### src/rtl/lcp_pkg.sv
// ----------------------------------------------------------------------------
// Lattice coefficient packer package
// Shared widths, constants, mode codes and the packed group type.
// ----------------------------------------------------------------------------
`default_nettype none

package lcp_pkg;

   // Field widths.
   localparam int COEF_W  = 16;
   localparam int VAL_W   = 14;
   localparam int BYTE_W  = 8;
   localparam int COMP_W  = 3;
   localparam int GROUP_W = 56;
   localparam int NBYTE_W = 3;

   // Modulus and the constants derived from it.
   localparam int MODULUS   = 12289;
   localparam int HALF_MOD  = MODULUS / 2;
   localparam int QUOT_MAX  = 65535 / MODULUS;
   localparam int COMP_MAX  = 8;

   // Group geometry.
   localparam int STORE_DEPTH = 7;
   localparam logic [2:0] FULL_LAST_POS = 3'd3;
   localparam logic [2:0] COMP_LAST_POS = 3'd7;
   localparam logic [NBYTE_W-1:0] FULL_BYTES = 3'd7;
   localparam logic [NBYTE_W-1:0] COMP_BYTES = 3'd3;

   // Mode register codes.
   localparam logic MODE_FULL     = 1'b0;
   localparam logic MODE_COMPRESS = 1'b1;

   // One finished group: its packed bits and how many bytes it holds.
   typedef struct packed {
      logic [GROUP_W-1:0] data;
      logic [NBYTE_W-1:0] nbytes;
   } group_type;

endpackage

`default_nettype wire

### src/rtl/lattice_coefficient_packer.sv
// ----------------------------------------------------------------------------
// Lattice coefficient packer
// Serializes polynomial coefficients reduced modulo q into packed bytes.
// ----------------------------------------------------------------------------
// Requests enter on req_push/req_full, one 16-bit coefficient each; results
// leave on rsp_empty/rsp_pop, one byte each, with rsp_group_last on the
// final byte of a group. csr_wr_en/csr_wr_data write the pack mode
// (0 = four 14-bit values into 7 bytes, 1 = eight 3-bit values into 3 bytes)
// and restart the group; write it only while the block is idle.
// The front end takes one request per cycle while the group queue has room.
// A group's first byte reaches the result ports through the front end's
// value register, the group queue and the back end's shift register.
// The back end emits one byte per cycle while the receiver pops, so full
// mode is limited by the single byte output port (7 bytes per 4 requests);
// compress mode sustains one request per cycle.
// A two-group queue sits between front and back. When the receiver stops
// popping, the queue fills and then req_full rises; nothing is dropped.
// Reset clears the mode to full packing, the group position and all valid
// state; stored coefficient values are not cleared.
// ----------------------------------------------------------------------------
`default_nettype none

module lattice_coefficient_packer (
   input  wire logic                        clock,
   input  wire logic                        reset,
   input  wire logic                        req_push,
   output logic                             req_full,
   input  wire logic [lcp_pkg::COEF_W-1:0]  req_coefficient,
   output logic                             rsp_empty,
   input  wire logic                        rsp_pop,
   output logic [lcp_pkg::BYTE_W-1:0]       rsp_packed_byte,
   output logic                             rsp_group_last,
   input  wire logic                        csr_wr_en,
   input  wire logic                        csr_wr_data
);

   logic               f_valid, f_ready;
   lcp_pkg::group_type f_data;
   logic               b_valid, b_take;
   lcp_pkg::group_type b_data;

   // Front end: reduce, compress and gather.
   lcp_front u_front (
      .clock           (clock),
      .reset           (reset),
      .req_push        (req_push),
      .req_full        (req_full),
      .req_coefficient (req_coefficient),
      .csr_wr_en       (csr_wr_en),
      .csr_wr_data     (csr_wr_data),
      .grp_valid       (f_valid),
      .grp_data        (f_data),
      .grp_ready       (f_ready)
   );

   // Group queue between the two ends.
   lcp_group_fifo u_fifo (
      .clock    (clock),
      .reset    (reset),
      .wr_valid (f_valid),
      .wr_data  (f_data),
      .wr_ready (f_ready),
      .rd_valid (b_valid),
      .rd_data  (b_data),
      .rd_take  (b_take)
   );

   // Back end: byte serializer.
   lcp_back u_back (
      .clock           (clock),
      .reset           (reset),
      .grp_valid       (b_valid),
      .grp_data        (b_data),
      .grp_take        (b_take),
      .rsp_empty       (rsp_empty),
      .rsp_pop         (rsp_pop),
      .rsp_packed_byte (rsp_packed_byte),
      .rsp_group_last  (rsp_group_last)
   );

endmodule

`default_nettype wire

### src/rtl/lcp_front.sv
// ----------------------------------------------------------------------------
// Lattice coefficient packer front end
// Reduces each coefficient modulo q, compresses it in compress mode, and
// gathers values until a group is complete, then hands the packed group on.
// ----------------------------------------------------------------------------
`default_nettype none

module lcp_front (
   input  wire logic                        clock,
   input  wire logic                        reset,
   input  wire logic                        req_push,
   output logic                             req_full,
   input  wire logic [lcp_pkg::COEF_W-1:0]  req_coefficient,
   input  wire logic                        csr_wr_en,
   input  wire logic                        csr_wr_data,
   output logic                             grp_valid,
   output lcp_pkg::group_type               grp_data,
   input  wire logic                        grp_ready
);

   logic                          mode_ff;
   logic                          a_valid_ff, a_valid_in;
   logic [lcp_pkg::VAL_W-1:0]     a_val_ff;
   logic [2:0]                    pos_ff, pos_in;
   logic [lcp_pkg::VAL_W-1:0]     store_ff [lcp_pkg::STORE_DEPTH];

   logic [lcp_pkg::COEF_W-1:0]    sub_val;
   logic [lcp_pkg::VAL_W-1:0]     reduced;
   logic [17:0]                   comp_num;
   logic [3:0]                    comp_quot;
   logic [lcp_pkg::COMP_W-1:0]    comp_val;
   logic                          accept, b_take, complete;
   logic [lcp_pkg::VAL_W-1:0]     store_val;

   // Full reduction: pick the largest multiple of q not above the input.
   always_comb begin
      sub_val = '0;
      for (int k = 1; k <= lcp_pkg::QUOT_MAX; k++) begin
         if (17'({1'b0, req_coefficient}) >= 17'(k * lcp_pkg::MODULUS)) begin
            sub_val = 16'(k * lcp_pkg::MODULUS);
         end
      end
      reduced = lcp_pkg::VAL_W'(req_coefficient - sub_val);
   end

   // Rounding to three bits: count the thresholds passed, then wrap at eight.
   always_comb begin
      comp_num  = 18'({a_val_ff, 3'b000}) + 18'(lcp_pkg::HALF_MOD);
      comp_quot = '0;
      for (int k = 1; k <= lcp_pkg::COMP_MAX; k++) begin
         if (comp_num >= 18'(k * lcp_pkg::MODULUS)) begin
            comp_quot = 4'(k);
         end
      end
      comp_val = comp_quot[lcp_pkg::COMP_W-1:0];
   end

   // Stage handshake: the gather stage stalls only on a full group queue.
   always_comb begin
      complete = (mode_ff == lcp_pkg::MODE_FULL) ? (pos_ff == lcp_pkg::FULL_LAST_POS)
                                                  : (pos_ff == lcp_pkg::COMP_LAST_POS);
      b_take     = a_valid_ff && (!complete || grp_ready);
      req_full   = a_valid_ff && !b_take;
      accept     = req_push && !req_full;
      a_valid_in = accept || (a_valid_ff && !b_take);
      store_val  = (mode_ff == lcp_pkg::MODE_FULL) ? a_val_ff
                                                   : lcp_pkg::VAL_W'(comp_val);
   end

   // Packed group, least significant bits first.
   always_comb begin
      grp_valid = a_valid_ff && complete;
      if (mode_ff == lcp_pkg::MODE_FULL) begin
         grp_data.data   = {a_val_ff, store_ff[2], store_ff[1], store_ff[0]};
         grp_data.nbytes = lcp_pkg::FULL_BYTES;
      end else begin
         grp_data.data   = lcp_pkg::GROUP_W'({comp_val,
                              store_ff[6][2:0], store_ff[5][2:0], store_ff[4][2:0],
                              store_ff[3][2:0], store_ff[2][2:0], store_ff[1][2:0],
                              store_ff[0][2:0]});
         grp_data.nbytes = lcp_pkg::COMP_BYTES;
      end
   end

   // Group position: a mode write restarts the group.
   always_comb begin
      pos_in = pos_ff;
      if (csr_wr_en) begin
         pos_in = '0;
      end else if (b_take) begin
         pos_in = complete ? 3'd0 : pos_ff + 3'd1;
      end
   end

   // Control registers.
   always_ff @(posedge clock) begin
      if (reset) begin
         mode_ff    <= lcp_pkg::MODE_FULL;
         a_valid_ff <= 1'b0;
         pos_ff     <= '0;
      end else begin
         if (csr_wr_en) begin
            mode_ff <= csr_wr_data;
         end
         a_valid_ff <= a_valid_in;
         pos_ff     <= pos_in;
      end
   end

   // Reduced value register and the gather store.
   always_ff @(posedge clock) begin
      if (accept) begin
         a_val_ff <= reduced;
      end
      if (b_take && !complete) begin
         store_ff[pos_ff] <= store_val;
      end
   end

endmodule

`default_nettype wire

### src/rtl/lcp_group_fifo.sv
// ----------------------------------------------------------------------------
// Lattice coefficient packer group queue
// Two-entry queue of packed groups between the front and back ends.
// ----------------------------------------------------------------------------
`default_nettype none

module lcp_group_fifo (
   input  wire logic          clock,
   input  wire logic          reset,
   input  wire logic          wr_valid,
   input  wire lcp_pkg::group_type wr_data,
   output logic               wr_ready,
   output logic               rd_valid,
   output lcp_pkg::group_type rd_data,
   input  wire logic          rd_take
);

   lcp_pkg::group_type entry_ff [2];
   logic               wr_ptr_ff, rd_ptr_ff;
   logic [1:0]         count_ff;
   logic               do_wr, do_rd;

   // Occupancy flags.
   always_comb begin
      wr_ready = (count_ff != 2'd2);
      rd_valid = (count_ff != 2'd0);
      rd_data  = entry_ff[rd_ptr_ff];
      do_wr    = wr_valid && wr_ready;
      do_rd    = rd_take && rd_valid;
   end

   // Pointers and count.
   always_ff @(posedge clock) begin
      if (reset) begin
         wr_ptr_ff <= 1'b0;
         rd_ptr_ff <= 1'b0;
         count_ff  <= '0;
      end else begin
         if (do_wr) begin
            wr_ptr_ff <= !wr_ptr_ff;
         end
         if (do_rd) begin
            rd_ptr_ff <= !rd_ptr_ff;
         end
         if (do_wr && !do_rd) begin
            count_ff <= count_ff + 2'd1;
         end else if (do_rd && !do_wr) begin
            count_ff <= count_ff - 2'd1;
         end
      end
   end

   // Entry storage.
   always_ff @(posedge clock) begin
      if (do_wr) begin
         entry_ff[wr_ptr_ff] <= wr_data;
      end
   end

endmodule

`default_nettype wire

### src/rtl/lcp_back.sv
// ----------------------------------------------------------------------------
// Lattice coefficient packer back end
// Loads one packed group at a time and shifts it out a byte per cycle as the receiver pops.
// ----------------------------------------------------------------------------
`default_nettype none

module lcp_back (
   input  wire logic                        clock,
   input  wire logic                        reset,
   input  wire logic                        grp_valid,
   input  wire lcp_pkg::group_type          grp_data,
   output logic                             grp_take,
   output logic                             rsp_empty,
   input  wire logic                        rsp_pop,
   output logic [lcp_pkg::BYTE_W-1:0]       rsp_packed_byte,
   output logic                             rsp_group_last
);

   logic [lcp_pkg::GROUP_W-1:0] shift_ff;
   logic [lcp_pkg::NBYTE_W-1:0] count_ff;
   logic                        pop_ok;

   // Output view and load decision: refill when empty or as the last byte leaves.
   always_comb begin
      rsp_empty       = (count_ff == '0);
      rsp_packed_byte = shift_ff[lcp_pkg::BYTE_W-1:0];
      rsp_group_last  = (count_ff == lcp_pkg::NBYTE_W'(1));
      pop_ok          = rsp_pop && !rsp_empty;
      grp_take        = grp_valid && (rsp_empty || (rsp_group_last && pop_ok));
   end

   // Remaining byte count.
   always_ff @(posedge clock) begin
      if (reset) begin
         count_ff <= '0;
      end else if (grp_take) begin
         count_ff <= grp_data.nbytes;
      end else if (pop_ok) begin
         count_ff <= count_ff - lcp_pkg::NBYTE_W'(1);
      end
   end

   // Byte shifter.
   always_ff @(posedge clock) begin
      if (grp_take) begin
         shift_ff <= grp_data.data;
      end else if (pop_ok) begin
         shift_ff <= shift_ff >> lcp_pkg::BYTE_W;
      end
   end

endmodule

`default_nettype wire

### config.mk
export PLATFORM = sky130hd
export DESIGN_NAME = lattice_coefficient_packer
export DESIGN_NICKNAME = d
export VERILOG_FILES = /design/src/rtl/lcp_pkg.sv /design/src/rtl/lattice_coefficient_packer.sv /design/src/rtl/lcp_front.sv /design/src/rtl/lcp_group_fifo.sv /design/src/rtl/lcp_back.sv
export SDC_FILE = /design/constraint.sdc
export NUM_CORES = 1
export LEC_CHECK = 0
export BUFFER_PORTS_ARGS = -buffer_cell sky130_fd_sc_hd__clkbuf_2
export CORE_ASPECT_RATIO = 1.25
export CORE_MARGIN = 2
export CORE_UTILIZATION = 62
export DETAILED_ROUTE_END_ITERATION = 12
export PLACE_DENSITY = 0.8
export REMOVE_ABC_BUFFERS = 1
export SYNTH_ARGS = -nofsm -noshare
export SYNTH_HDL_FRONTEND = slang
export SYNTH_SLANG_ARGS = --single-unit
export TNS_END_PERCENT = 20
### constraint.sdc
create_clock -name clock -period 5.5 [get_ports clock]
set_clock_uncertainty 0.2 [all_clocks]
set_input_delay 1.1 -clock clock [delete_from_list [all_inputs] [get_ports clock]]
set_output_delay 1.1 -clock clock [all_outputs]
set_load 0.005 [all_outputs]
# Word level (Yosys, flattened, before mapping)

Memories as Yosys holds them, arrays and structs flattened. A register that Yosys moved wholly into a read port is not among the register bits.
Index checks and enable logic that the tools add are counted.

Register bits: 82
Memory bits (writable): 216
Bits of input ports: 22
Output and inout port bits: 11
Word-level logic and storage cells: 91
Memories: 2

Memories:

| memory           | words | width | read ports | clocked after Yosys merged registers in | wr ports | line                 | source |
|---|---|---|---|---|---|---|---|
| u_fifo.entry_ff  | 2     | 59    | 1          | 1                                       | 1        | lcp_group_fifo.sv:18 | `lcp_pkg::group_type entry_ff [2];` |
| u_front.store_ff | 7     | 14    | 7          | 0                                       | 1        | lcp_front.sv:25      | `logic [lcp_pkg::VAL_W-1:0] store_ff [lcp_pkg::STORE_DEPTH];` |

$add $sub $neg: 6
Magnitude comparators: 13
Equality and inequality tests: 4
Multiplexer cells: 29
Reduce and logical (&&, ||, !) cells: 28

Operator list:

| kind                                                                                  | number |
|---|---|
| 56-bit 2-to-1 mux                                                                     | 2 |
| 14-bit 2-to-1 mux                                                                     | 6 |
| 59-bit 2-to-1 mux                                                                     | 1 |
| 18-bit by 16-bit greater-or-equal comparator with 1-bit output, second input constant | 3 |
| 18-bit by 17-bit greater-or-equal comparator with 1-bit output, second input constant | 3 |
| 16-bit greater-or-equal comparator, second input constant                             | 3 |
| 3-bit 2-to-1 mux                                                                      | 8 |
| 17-bit by 13-bit adder with 18-bit output, second input constant                      | 1 |
| 18-bit by 14-bit greater-or-equal comparator with 1-bit output, second input constant | 1 |
| 18-bit by 15-bit greater-or-equal comparator with 1-bit output, second input constant | 1 |
| 16-bit by 14-bit greater-or-equal comparator with 1-bit output, second input constant | 1 |
| 16-bit by 15-bit greater-or-equal comparator with 1-bit output, second input constant | 1 |
| 14-bit subtractor                                                                     | 1 |
| 1-bit logical AND                                                                     | 12 |
| 1-bit logical NOT                                                                     | 8 |
| 1-bit 2-to-1 mux                                                                      | 8 |
| 2-bit 2-to-1 mux                                                                      | 4 |
| 2-bit nonzero test                                                                    | 3 |
| 3-bit by 1-bit adder with 3-bit output, second input constant                         | 1 |
| 3-bit by 1-bit equality test with 1-bit output, second input constant                 | 1 |
| 3-bit by 2-bit equality test with 1-bit output, second input constant                 | 1 |
| 3-bit equality test, second input constant                                            | 1 |
| 3-bit logical NOT                                                                     | 1 |
| 1-bit logical OR                                                                      | 3 |
| other kinds (5)                                                                       | 5 |

# Logic depth before layout (Yosys ltp)

Depth after elaboration: 11
Depth in mapped cells: 12
Depth with buffers taken out: 12

# By module

Synthesis repeated with hierarchy kept, for this count alone.

Cell total of the unflattened synthesis: 707
Area, all modules: 11293.3 sq um

By module, submodules not included:

| module         | instances | cells an instance | area an instance (sq um) |
|---|---|---|---|
| lcp_group_fifo | 1         | 208               | 4515.6 |
| lcp_front      | 1         | 345               | 3953.8 |
| lcp_back       | 1         | 154               | 2824.0 |

# Worst setup path before layout

Ideal clock, no wire load.

Kind: input to register
From: in req_coefficient[7] in the netlist's numbering
To: reg u_front.a_val_ff[8] in the netlist's numbering (data pin)
Setup time: 0.256 ns
Arrival time: 4.031 ns
Data required time: 5.044 ns
Path slack: 1.013 ns
Stages on the path: 12
Path buffers: 0
Cell sequence: or4_4 > or4_4 > o311a_1 > o21ai_1 > nor2_1 > a211o_1 > ha_1 > fa_1 > inv_1 > a21boi_0 > and2b_2 > xor2_1

Cells in the longest elaborated chain, start to end: 7
Elaborated cells between the ends (all ways): 11
Those cells by class: add/sub: 1; order compare: 5; mux: 5

RTL lines:

| item                                                           | line                             | source |
|---|---|---|
| start, declared                                                | lattice_coefficient_packer.sv:28 | `input wire logic [lcp_pkg::COEF_W-1:0] req_coefficient,` |
| 16-bit by 14-bit greater-or-equal comparator with 1-bit output | lcp_front.sv:39                  | `if (17'({1'b0, req_coefficient}) >= 17'(k * lcp_pkg::MODULUS)) begin` |
| 14-bit 2-to-1 mux (5 in series)                                | lcp_front.sv:39                  |  |
| 14-bit subtractor (*)                                          | lcp_front.sv:43                  | `reduced = lcp_pkg::VAL_W'(req_coefficient - sub_val);` |
| named net u_front.reduced (one bit)                            | lcp_front.sv:28                  | `logic [lcp_pkg::VAL_W-1:0] reduced;` |
| end signal, assigned                                           | lcp_front.sv:113                 | `a_val_ff <= reduced;` |
| end, declared                                                  | lcp_front.sv:23                  | `logic [lcp_pkg::VAL_W-1:0] a_val_ff;` |

The timed path passes the listed nets; every way through them passes the cells marked *.
A chain may end at the register's enable or synchronous reset.

# Final worst setup path

From: in req_coefficient[7] in the netlist's numbering
To: reg u_front.a_val_ff[6] in the netlist's numbering (data pin)

Cells in the longest elaborated chain, start to end: 7
Elaborated cells between the ends (all ways): 11
Those cells by class: add/sub: 1; order compare: 5; mux: 5

RTL lines:

| item                                                           | line |
|---|---|
| 16-bit by 14-bit greater-or-equal comparator with 1-bit output | lcp_front.sv:39 |
| 14-bit 2-to-1 mux (4 in series)                                | lcp_front.sv:39 |
| 14-bit 2-to-1 mux (*)                                          | lcp_front.sv:39 |
| 14-bit subtractor (*)                                          | lcp_front.sv:43 |
| named net u_front.reduced (one bit)                            | lcp_front.sv:28 |

Marked as above.

==> impl_metrics.tcl <==
set metrics [dict create \
    core-area_sq_um 16700 \
    whs_ns 0.257 \
    fin_crit_ns 4.41 \
    critical-path-top-delay-family "simple AND/OR/NAND/NOR gates" \
    most-common-layout-cells "edfxtp_1, nand2_1, o21ai_0" \
    drv_slew 0 \
    std_cell_rows 53 \
    end_kind "flip-flop" \
    fp.dieW_um 120 \
    antenna_found_initial 0 \
    swShare 0.278 \
    cp-start-kind "input pin" \
    path_buf_inv 2 \
    regToRegSetupSlack_ns 1.97 \
    yosysTopAreaCellShare 0.681 \
    endpoint "u_front.a_val_ff[6]" \
    path_cells "clkbuf_2 > or4_4 > or4_4 > o311ai_0 > o21ai_1 > nor2_1 > a211o_1 > ha_1 > fa_1 > inv_1 > a21boi_0 > nand2_1 > xnor2_1" \
    clockBufferDepth 3 \
    worstPathArrival_ns 4.46 \
    min_path_type "reg2reg" \
    synthFlopType "edfxtp_1" \
    hold_viol_final 0 \
    combPwrFrac 0.189 \
    dr.pass1.iters 7 \
    cp_common_cell "or4_4" \
    peakVddDrop_uv 384 \
    drv_cap 0 \
    grt_pass1_wl_mm 29.7 \
    synth_edf_count 238 \
    p_leak_uw 0.00397 \
    grt_max_degree 63 \
    drtAntennaViolNets 0 \
    die_area_sq_um 18000 \
    crit_fanout 5 \
    grt_pass1_vias 5941 \
    cp.depth 13 \
    critPathKind "in2reg" \
    timing.final.crit_share 0.802 \
    clkLatencyLatePin_ns 0.50 \
    numCtsBuffers 23 \
    first_iter_violations 407 \
    layout_commonest_cell "edfxtp_1" \
    status "completed" \
    vias 5951 \
    netlist_instances 742 \
    finalWorstSetupSlack_ns 1.09 \
    pwr_density_cell_nw_per_um2 464 \
    yosysWarnings 0 \
    sequentialPowerShare 0.512 \
    tightestPinTransition_ns 1.16 \
    clock_sinks 251 \
    synthArstFlopShare 0 \
    max_freq_ghz 0.227 \
    synth_top_cell_by_area "edfxtp_1" \
    drive_above_1_share 0.145 \
    cts_root_buf "clkbuf_16" \
    cpPeakStageDelay_ns 0.56 \
    cp_slowest_cell "or4_4" \
    syn_to_final_growth_pct 10.4 \
    die_h_um 149 \
    worstReg2RegEnd "u_front.store_ff[0][0]" \
    r2r_cells 8 \
    track_usage 0.212 \
    place.gp.congestion 0.842 \
    cts_hold_buf 0 \
    hpwl_mm 11.2 \
    final_nets 795 \
    io_buffer_count 32 \
    relSlewSlack 0.222 \
    io_pins 33 \
    netlist_area_sq_um 10500 \
    setup_viol 0 \
    cts_tree "built" \
    drt-vias-per-instance 5.97 \
    clockPowerShare 0.299 \
    path_clk_slew_ns 0.06 \
    overflow 0 \
    synth_area_leaders "edfxtp_1, mux2i_1, o21ai_0" \
    drc 0 \
    cts_resized 0 \
    num_antenna_cells 0 \
    power.internal_uw 3890 \
    crit_start "req_coefficient[7]" \
    avgRoutedWirePerCell_um 18.9 \
    ys_types 61 \
    postSynthAreaPerCell_sq_um 14.2 \
    required_ns 5.55 \
    post-cts-setup-buffers 0 \
    rsz0062_at_grt "false" \
    ys_seq_area_frac 0.705 \
    rr_startpoint "u_front.a_val_ff[8]" \
    wl_mm 18.8 \
    cts_htree_levels 1 \
    fin_tns_setup_ns 0 \
    post-place-ws_ns 0.583 \
    power.switching_uw 1490 \
    n_fill_cell 1113 \
    ys_ff_latch 251 \
    start_util 0.628 \
]
==> stage by stage <==
step | cells | util | instance area (sq um) | power, uW
6_report | 997 | 0.694 | 11600 | 5380
5_1_grt | 997 | 0.694 | 11600 | 5630
4_1_cts | 997 | 0.694 | 11600 | 5410
3_5_place_dp | 957 | 0.648 | 10800 | 3810
3_3_place_gp | 957 | 0.648 | 10800 | 3750
2_1_floorplan | 698 | - | 10300 | 3510
==> worst min-delay path by stage <==
stage,startpoint,to,slack [ns],depth (start not counted)
floorplan,u_front.store_ff[0][0],u_fifo.entry_ff[0][3],0.22,0
global route,u_front.store_ff[0][2],u_fifo.entry_ff[0][5],0.27,0
finish,u_front.store_ff[0][0],u_fifo.entry_ff[0][3],0.26,0
detailed placement,u_front.store_ff[0][0],u_fifo.entry_ff[0][3],0.25,0
global placement,u_front.store_ff[0][2],u_fifo.entry_ff[0][5],0.23,0
CTS,u_front.store_ff[0][0],u_fifo.entry_ff[0][3],0.26,0
==> power groups by stage <==
stage	clock network (uW)	registers, uW	logic (uW)
global route	1690	2780	1150
CTS	1620	2760	1030
floorplan	0	2780	731
global placement	0	2780	972
detailed placement	0	2800	1020
finish	1610	2750	1020
==> routing by layer <==
layer  vias to the layer above  track usage  routed length, um
met2                       226        0.384               9850
met5                         -            0                  0
met3                        57       0.0278               1060
li1                       2777            -                  -
met4                         0       0.0901                728
met1                      2891        0.256               7200
==> layout make-up <==
type                       instances  area [sq um]  share of cell area
tap                              220           275              0.0237
clock buffer                      23           576              0.0496
clock inverter                    17           188              0.0162
multi-input combinational        425          2850               0.246
timing repair buffer              39           213              0.0183
sequential                       251          7410               0.639
inverter                          22          82.6             0.00712
==> sequential cells by signal (all words and copies together) (netlist names), named ones only <==
name	count
u_back.count_ff	3
u_back.shift_ff	56
u_fifo.count_ff	2
u_fifo.entry_ff	114
u_fifo.rd_ptr_ff	1
u_fifo.wr_ptr_ff	1
u_front.a_val_ff	14
u_front.a_valid_ff	1
u_front.mode_ff	1
u_front.pos_ff	3
u_front.store_ff	54
==> logic make-up after synthesis <==
logic type                 Yosys count  share of synthesized area
muxes                               77                     0.0755
and+or+nand+nor                    205                     0.0978
AOI/OAI and AO/OA                  114                     0.0654
xor gates and xnor gates            18                     0.0150
adders and majority gates           11                     0.0138
DFF                                251                      0.705
buffers and inverters               66                     0.0269
==> synth_stat cells (all sizes together) (5+ instances only) <==
master  instances
o21ai          63
xnor2           8
inv            21
buf            14
mux2i          59
nand3           5
nand2b         14
nor2           37
nand2          75
dfxtp          13
a31oi           5
mux2           18
a211oi          6
xor2           10
or4             6
a21oi          13
edfxtp        238
ha             10
nor3            9
nor4            5
nor2b          33
clkbuf         30
==> worst register-to-register path, cell delays in order (launching register included) <==
cell and delay [ns]:
edfxtp_1 0.49, inv_1 0.16, ha_1 0.55, xor2_1 0.25
and4_1 0.24, a2bb2oi_1 0.11, or2_2 0.31, o311ai_0 0.46
nand3_1 0.39
Power figures use the tool's default switching activity.
